$ cat config.mk
export PLATFORM = sky130hd
export DESIGN_NAME = scp_step
export DESIGN_NICKNAME = d
export VERILOG_FILES = /design/src/rtl/scp_pkg.sv /design/src/rtl/scp_step.sv
export SDC_FILE = /design/constraint.sdc
export NUM_CORES = 2
export LEC_CHECK = 0
export BUFFER_PORTS_ARGS = -buffer_cell sky130_fd_sc_hd__buf_4
export CAP_MARGIN = 20
export CORE_UTILIZATION = 57
export CTS_CLUSTER_DIAMETER = 50
export DETAILED_ROUTE_END_ITERATION = 8
export GPL_TIMING_DRIVEN = 1
export PLACE_DENSITY = 0.79
export SLEW_MARGIN = 25
export SYNTH_ARGS = -nofsm -noshare
export SYNTH_HDL_FRONTEND = slang
export SYNTH_SLANG_ARGS = --single-unit
$ cat constraint.sdc
create_clock -name clock -period 16.2 [get_ports clock]
set_input_delay 1.62 -clock clock [delete_from_list [all_inputs] [get_ports clock]]
set_output_delay 1.62 -clock clock [all_outputs]
set_load 0.02 [all_outputs]
$ cat src/rtl/scp_pkg.sv
`timescale 1ns / 1ps

package scp_pkg;

   localparam int ANGLE_W   = 32;
   localparam int VALUE_W   = 32;
   // Q4.28 working width, with headroom for x^2 at |x| = pi
   localparam int POLY_W    = 34;
   localparam int PROD_W    = 2 * POLY_W;
   localparam int FRAC_BITS = 28;
   // Q8.24 -> Q4.28
   localparam int WIDEN_SHIFT = 4;
   // Q4.28 -> Q2.30
   localparam int OUT_SHIFT   = 2;

   // Whole turns that can be removed from a 32-bit Q8.24 angle on either side
   localparam int NUM_TURNS = 20;

   // reduction (2) + four multiply steps (2 each) + output register
   localparam int PIPE_DEPTH = 11;

   localparam longint PI_Q24     = 64'sd52707178;
   localparam longint TWO_PI_Q24 = 64'sd105414357;

   localparam logic signed [POLY_W-1:0] ONE_Q28  = 34'sd268435456;
   localparam logic signed [POLY_W-1:0] HALF_Q28 = 34'sd134217728;
   localparam logic signed [POLY_W-1:0] C4_Q28   = 34'sd11184811;
   localparam logic signed [POLY_W-1:0] C6_Q28   = 34'sd372827;
   localparam logic signed [POLY_W-1:0] S3_Q28   = 34'sd44739244;
   localparam logic signed [POLY_W-1:0] S5_Q28   = 34'sd2236962;

   localparam logic FUNC_COS = 1'b0;
   localparam logic FUNC_SIN = 1'b1;

   // Sideband that rides along the multiply steps
   typedef struct packed {
      logic                     func;
      logic signed [POLY_W-1:0] x;
      logic signed [POLY_W-1:0] x2;
   } scp_side_type;

   // Angle above which j+1 turns are removed (mirrored for the negative side)
   function automatic logic signed [POLY_W-1:0] turn_bound(input int j);
      turn_bound = POLY_W'(PI_Q24 + longint'(j) * TWO_PI_Q24);
   endfunction

   // Amount removed when j+1 turns come off
   function automatic logic signed [POLY_W-1:0] turn_offset(input int j);
      turn_offset = POLY_W'(longint'(j + 1) * TWO_PI_Q24);
   endfunction

endpackage

$ cat src/rtl/scp_step.sv
`timescale 1ns / 1ps

// One Horner step: result = sub ? addend - qmul(a, b) : qmul(a, b)
// qmul rounds to nearest, halves away from zero. The product and the result are each registered.
module scp_step
   import scp_pkg::*;
(
   input  logic                     clock,
   input  logic                     reset,
   input  logic                     in_valid,
   input  scp_side_type             in_side,
   input  logic signed [POLY_W-1:0] in_a,
   input  logic signed [POLY_W-1:0] in_b,
   input  logic signed [POLY_W-1:0] in_addend,
   input  logic                     in_sub,
   output logic                     out_valid,
   output scp_side_type             out_side,
   output logic signed [POLY_W-1:0] out_result
);

   localparam logic signed [PROD_W-1:0] ROUND_HALF = PROD_W'(1) <<< (FRAC_BITS - 1);

   logic                     m_valid_ff;
   scp_side_type             m_side_ff;
   logic signed [PROD_W-1:0] m_prod_ff;
   logic signed [POLY_W-1:0] m_addend_ff;
   logic                     m_sub_ff;

   logic                     r_valid_ff;
   scp_side_type             r_side_ff;
   logic signed [POLY_W-1:0] r_result_in, r_result_ff;

   always_ff @(posedge clock) begin
      if (reset) begin
         m_valid_ff <= 1'b0;
      end else begin
         m_valid_ff <= in_valid;
      end
      m_side_ff   <= in_side;
      m_prod_ff   <= PROD_W'(in_a) * PROD_W'(in_b);
      m_addend_ff <= in_addend;
      m_sub_ff    <= in_sub;
   end

   // Negative products take one less of bias so that halves round away from zero
   always_comb begin
      logic signed [PROD_W-1:0] biased;
      logic signed [PROD_W-1:0] shifted;
      logic signed [POLY_W-1:0] rounded;
      biased  = m_prod_ff + (m_prod_ff[PROD_W-1] ? ROUND_HALF - PROD_W'(1) : ROUND_HALF);
      shifted = biased >>> FRAC_BITS;
      rounded = shifted[POLY_W-1:0];
      r_result_in = m_sub_ff ? m_addend_ff - rounded : rounded;
   end

   always_ff @(posedge clock) begin
      if (reset) begin
         r_valid_ff <= 1'b0;
      end else begin
         r_valid_ff <= m_valid_ff;
      end
      r_side_ff   <= m_side_ff;
      r_result_ff <= r_result_in;
   end

   assign out_valid  = r_valid_ff;
   assign out_side   = r_side_ff;
   assign out_result = r_result_ff;

endmodule

# ---- Word level (Yosys, flattened, before mapping)
# Cells that the tools add are included.
# W data, S select, Z words.
dict set report word_totals {
  ff_bits 277
  latch_bits 0
  mem_bits_rw 0
  mem_bits_ro 0
  input_bits 175
  output_inout_bits 104
  elab_cells 17
  n_memories 0
}
dict set report classes {
  n_addsub 2
  mul 1
  n_div 0
  order_cmp 0
  n_eq_ne 0
  shift 0
  mux 2
  n_bitwise 0
  n_reduce_logical 0
}
# op n
set ops {}
lappend ops {{$mul A34 B34 Y68} 1}
lappend ops {{$add A62 B29 Y62} 1}
lappend ops {{$mux W34} 1}
lappend ops {{$sub A34 B34 Y34} 1}
lappend ops {{$mux W28} 1}

# ---- Depth between registers and ports, before layout
dict set report depth {
  ltp_word 4
  mapped_depth 31
}

# ---- Worst setup path before layout
# Ideal clock, no wire load.
dict set report synth_timing {
  path_type {input port to flip-flop}
  startpoint {in in_a[33]}
  endpoint {reg m_prod_ff[61]}
  setup_ns 0.082
  arrival_ns 9.009
  slack_ns 7.109
  stages 25
  path_buffers 2
  cell_sequence {clkbuf_1 nand2_1 inv_1 fa_1 fa_1 fa_1 inv_1 fa_1 inv_1 fa_1 fa_1 fa_1 fa_1 ha_1 clkbuf_1 a21o_1 a21oi_1 o21bai_1 a21o_1 a21o_1 a21o_1 a21o_1 a22oi_1 nand4_1 o2111ai_1}
}
dict set report synth_via {
  elab_chain_cells 1
}
# element line_no
set synth_rtl {}
lappend synth_rtl {{start: declaration} scp_step.sv:12} ;# input logic signed [POLY_W-1:0] in_a,
lappend synth_rtl {{$mul A34 B34 Y68} scp_step.sv:40} ;# m_prod_ff <= PROD_W'(in_a) * PROD_W'(in_b);
lappend synth_rtl {{end signal: assignment} scp_step.sv:40}
lappend synth_rtl {{end: declaration} scp_step.sv:25} ;# logic signed [PROD_W-1:0] m_prod_ff;
# Every way passes these cells.
# A chain may end at the register's enable or synchronous reset.

# ---- Worst setup path after layout
# Ends and elaborated chain as after synthesis.

==> reports/results.ini <==
[yosys]
synth_flop_cell = dfxtp_1
async_reset_ff_share_pct = 0
yosysUniqueCellTypes = 71
synth_area_leaders = fa_1 50%, dfxtp_1 11%, inv_1 9.0%
syn_nets = 6824
synth_area_um2 = 49800
yosys.area.top_type = fa_1
synth_seq_cells = 272
avgSynthCellArea_um2 = 9.68
synth.top_cells.by_count = 1242 x fa_1, 1199 x inv_1, 634 x nand2_1
yosysMostFrequentCell = fa_1
synth_warnings = 0
synth_edf_count = 0
synth_top_area_share_pct = 49.9
syn_inst = 5143
ys_seq_area_share_pct = 10.9

[clock_network]
cts.repair.resized = 0
clk_pin_slew_ns = 0.07
htreeDepth = 1
clockRootBuffer = clkbuf_16
clock_latency_ns = 0.56
clock-sinks = 272
cts_tree = yes
hold_buffers = 0
clock_path_buffers = 3
cts_made_buffers = 29
postCtsSetupBuffers = 0

[route]
postRouteAntennaNets = 0
drt-pass1-iter-count = 5
viasPerCell = 5.52
vias = 35300
route.met3.wl_mm = 10.5
routed.top_layer = met4
drtIter0Drc = 2447
wl_met1_mm = 47.1
wl_per_cell_um = 20.3
drc = 0
totalWireLength_mm = 130
wl_met2_mm = 63.1

[critical_path]
critical_path.max_stage_delay_ns = 0.99
worst-path-buf-inv = 4
worst_path_most_repeated_cell = fa_1
worstPathArrival_ns = 10.13
crit_path_top_delay_cell = fa_1
crit_chain = buf_4, nand2_1, inv_1, fa_1, fa_1, fa_1, inv_1, fa_1, inv_1, fa_1, fa_1, fa_1, fa_1, ha_1, a21o_1, a21oi_1, o21bai_1, a21o_1, a21o_1, a21o_1, a21o_1, a22oi_1, nand4_1, o2111ai_1
critPathLaunchType = input pin
required_ns = 16.68
cp_max_fo = 34
critPathTopFamily = adder cells
worstSetupEndpointType = flip-flop
crit_type = input pin to flip-flop

[global_route]
grt.overflow.total = 0
grt_pass1_vias = 39900
grtUsageTotal_pct = 30.7
grt_max_degree = 48
grt_pass1_wl_mm = 211
antenna_found_initial = 1

[floorplanning]
row_count = 108
die_area_um2 = 88500
core_um2 = 86600
die_width_um = 298
die-height_um = 298
num_io_pins = 279
start_util_pct = 57.5

[timing]
hold_slack_ns = 0.321
setup_viol = 0
fin_crit_sh_pct = 59.6
fin_skew_ns = 0.0132
finalSetupTns_ns = 0
period_minus_slack_ns = 9.65
tightestPinTransition_ns = 0.937
finalHoldViolations = 0
rsz0062_at_grt = false
slew_violations = 0
maxSlewHeadroom_pct = 37.0
fmax_ghz = 0.104

[finish]
postLayoutCoreUtil_pct = 61.8
syn2layout_area_growth_pct = 7.46
nets = 6900
drive_gt1_share_pct = 6.83

[min_path]
hold_path_class = flip-flop to flip-flop

[placement]
gp_congestion = 0.938
dp_hpwl_mm = 100
port_buffers = 278

[outcome]
status = completed

[job]
drv_cap = 0

per-layer routing:
layer	up-vias	global-route usage (%)
met1	18000	36.9
met5	-	0
li1	15100	-
met4	0	18.0
met2	1759	52.6
met3	467	4.54
cells in the final DEF, fill, tap and decap left out, types with 15 or more instances in the layout:
master / instances
dfxtp_1: 272
inv_1: 1199
nor2b_1: 18
ha_1: 264
and2_1: 562
clkbuf_16: 29
and3_1: 15
nand4_1: 27
a21oi_1: 105
nand2b_1: 19
xnor2_1: 72
a21o_1: 69
nor2_1: 98
nand2_1: 634
buf_4: 284
fa_1: 1242
o21ai_0: 51
nand3_1: 31
xor2_1: 59
through the flow:
step	area [um^2]	setup slack, ns	cells
final	53500	6.55	6398
after detailed placement	52500	6.07	6343
after CTS	53500	6.63	6397
after global placement	52500	6.26	6343
after global routing	53500	6.15	6397
after floorplan	49800	7.11	5143
cells by family after synthesis:
kind of cell / after synthesis / synth area share [%]
adder cells (fa/ha/maj): 1506 / 56.6
AND/OR/NAND/NOR: 1452 / 14.6
buffers and inverters: 1439 / 10.9
AO/OA/AOI/OAI: 333 / 4.52
flip-flops: 272 / 10.9
XOR/XNOR: 131 / 2.30
multiplexers: 10 / 0.201
area by class of cell:
class | count | area, um^2
Antenna cell | 1 | 2.50
Clock buffer | 32 | 757
Clock inverter | 22 | 270
Fill cell | 6983 | 33100
Inverter | 1200 | 4500
Multi-Input combinational cell | 3432 | 38900
Sequential cell | 272 | 5450
Tap cell | 1155 | 1450
Timing Repair Buffer | 284 | 2130
flip-flops by register name (all words and copies together), names as in the netlist:
| name | count |
|---|---|
| m_sub_ff | 1 |
| m_valid_ff | 1 |
| out_result | 34 |
| out_valid | 1 |
| m_prod_ff | 63 |
| out_side | 69 |
| m_side_ff | 69 |
| m_addend_ff | 34 |
final timing paths:
path | startpoint | slack, ns | endpoint | cells past startpoint
setup reg to reg | m_prod_ff[67] | 9.80 | out_result[33] | 22
hold reg to reg | m_side_ff[62] | 0.32 | out_side[62] | 0
setup / recovery | in_a[33] | 6.55 | m_prod_ff[61] | 24
hold / removal | m_side_ff[62] | 0.32 | out_side[62] | 0
Power is left out: the tool's default activity adds up to more than one toggle a clock period on the data nets, which glitch-free logic cannot reach.
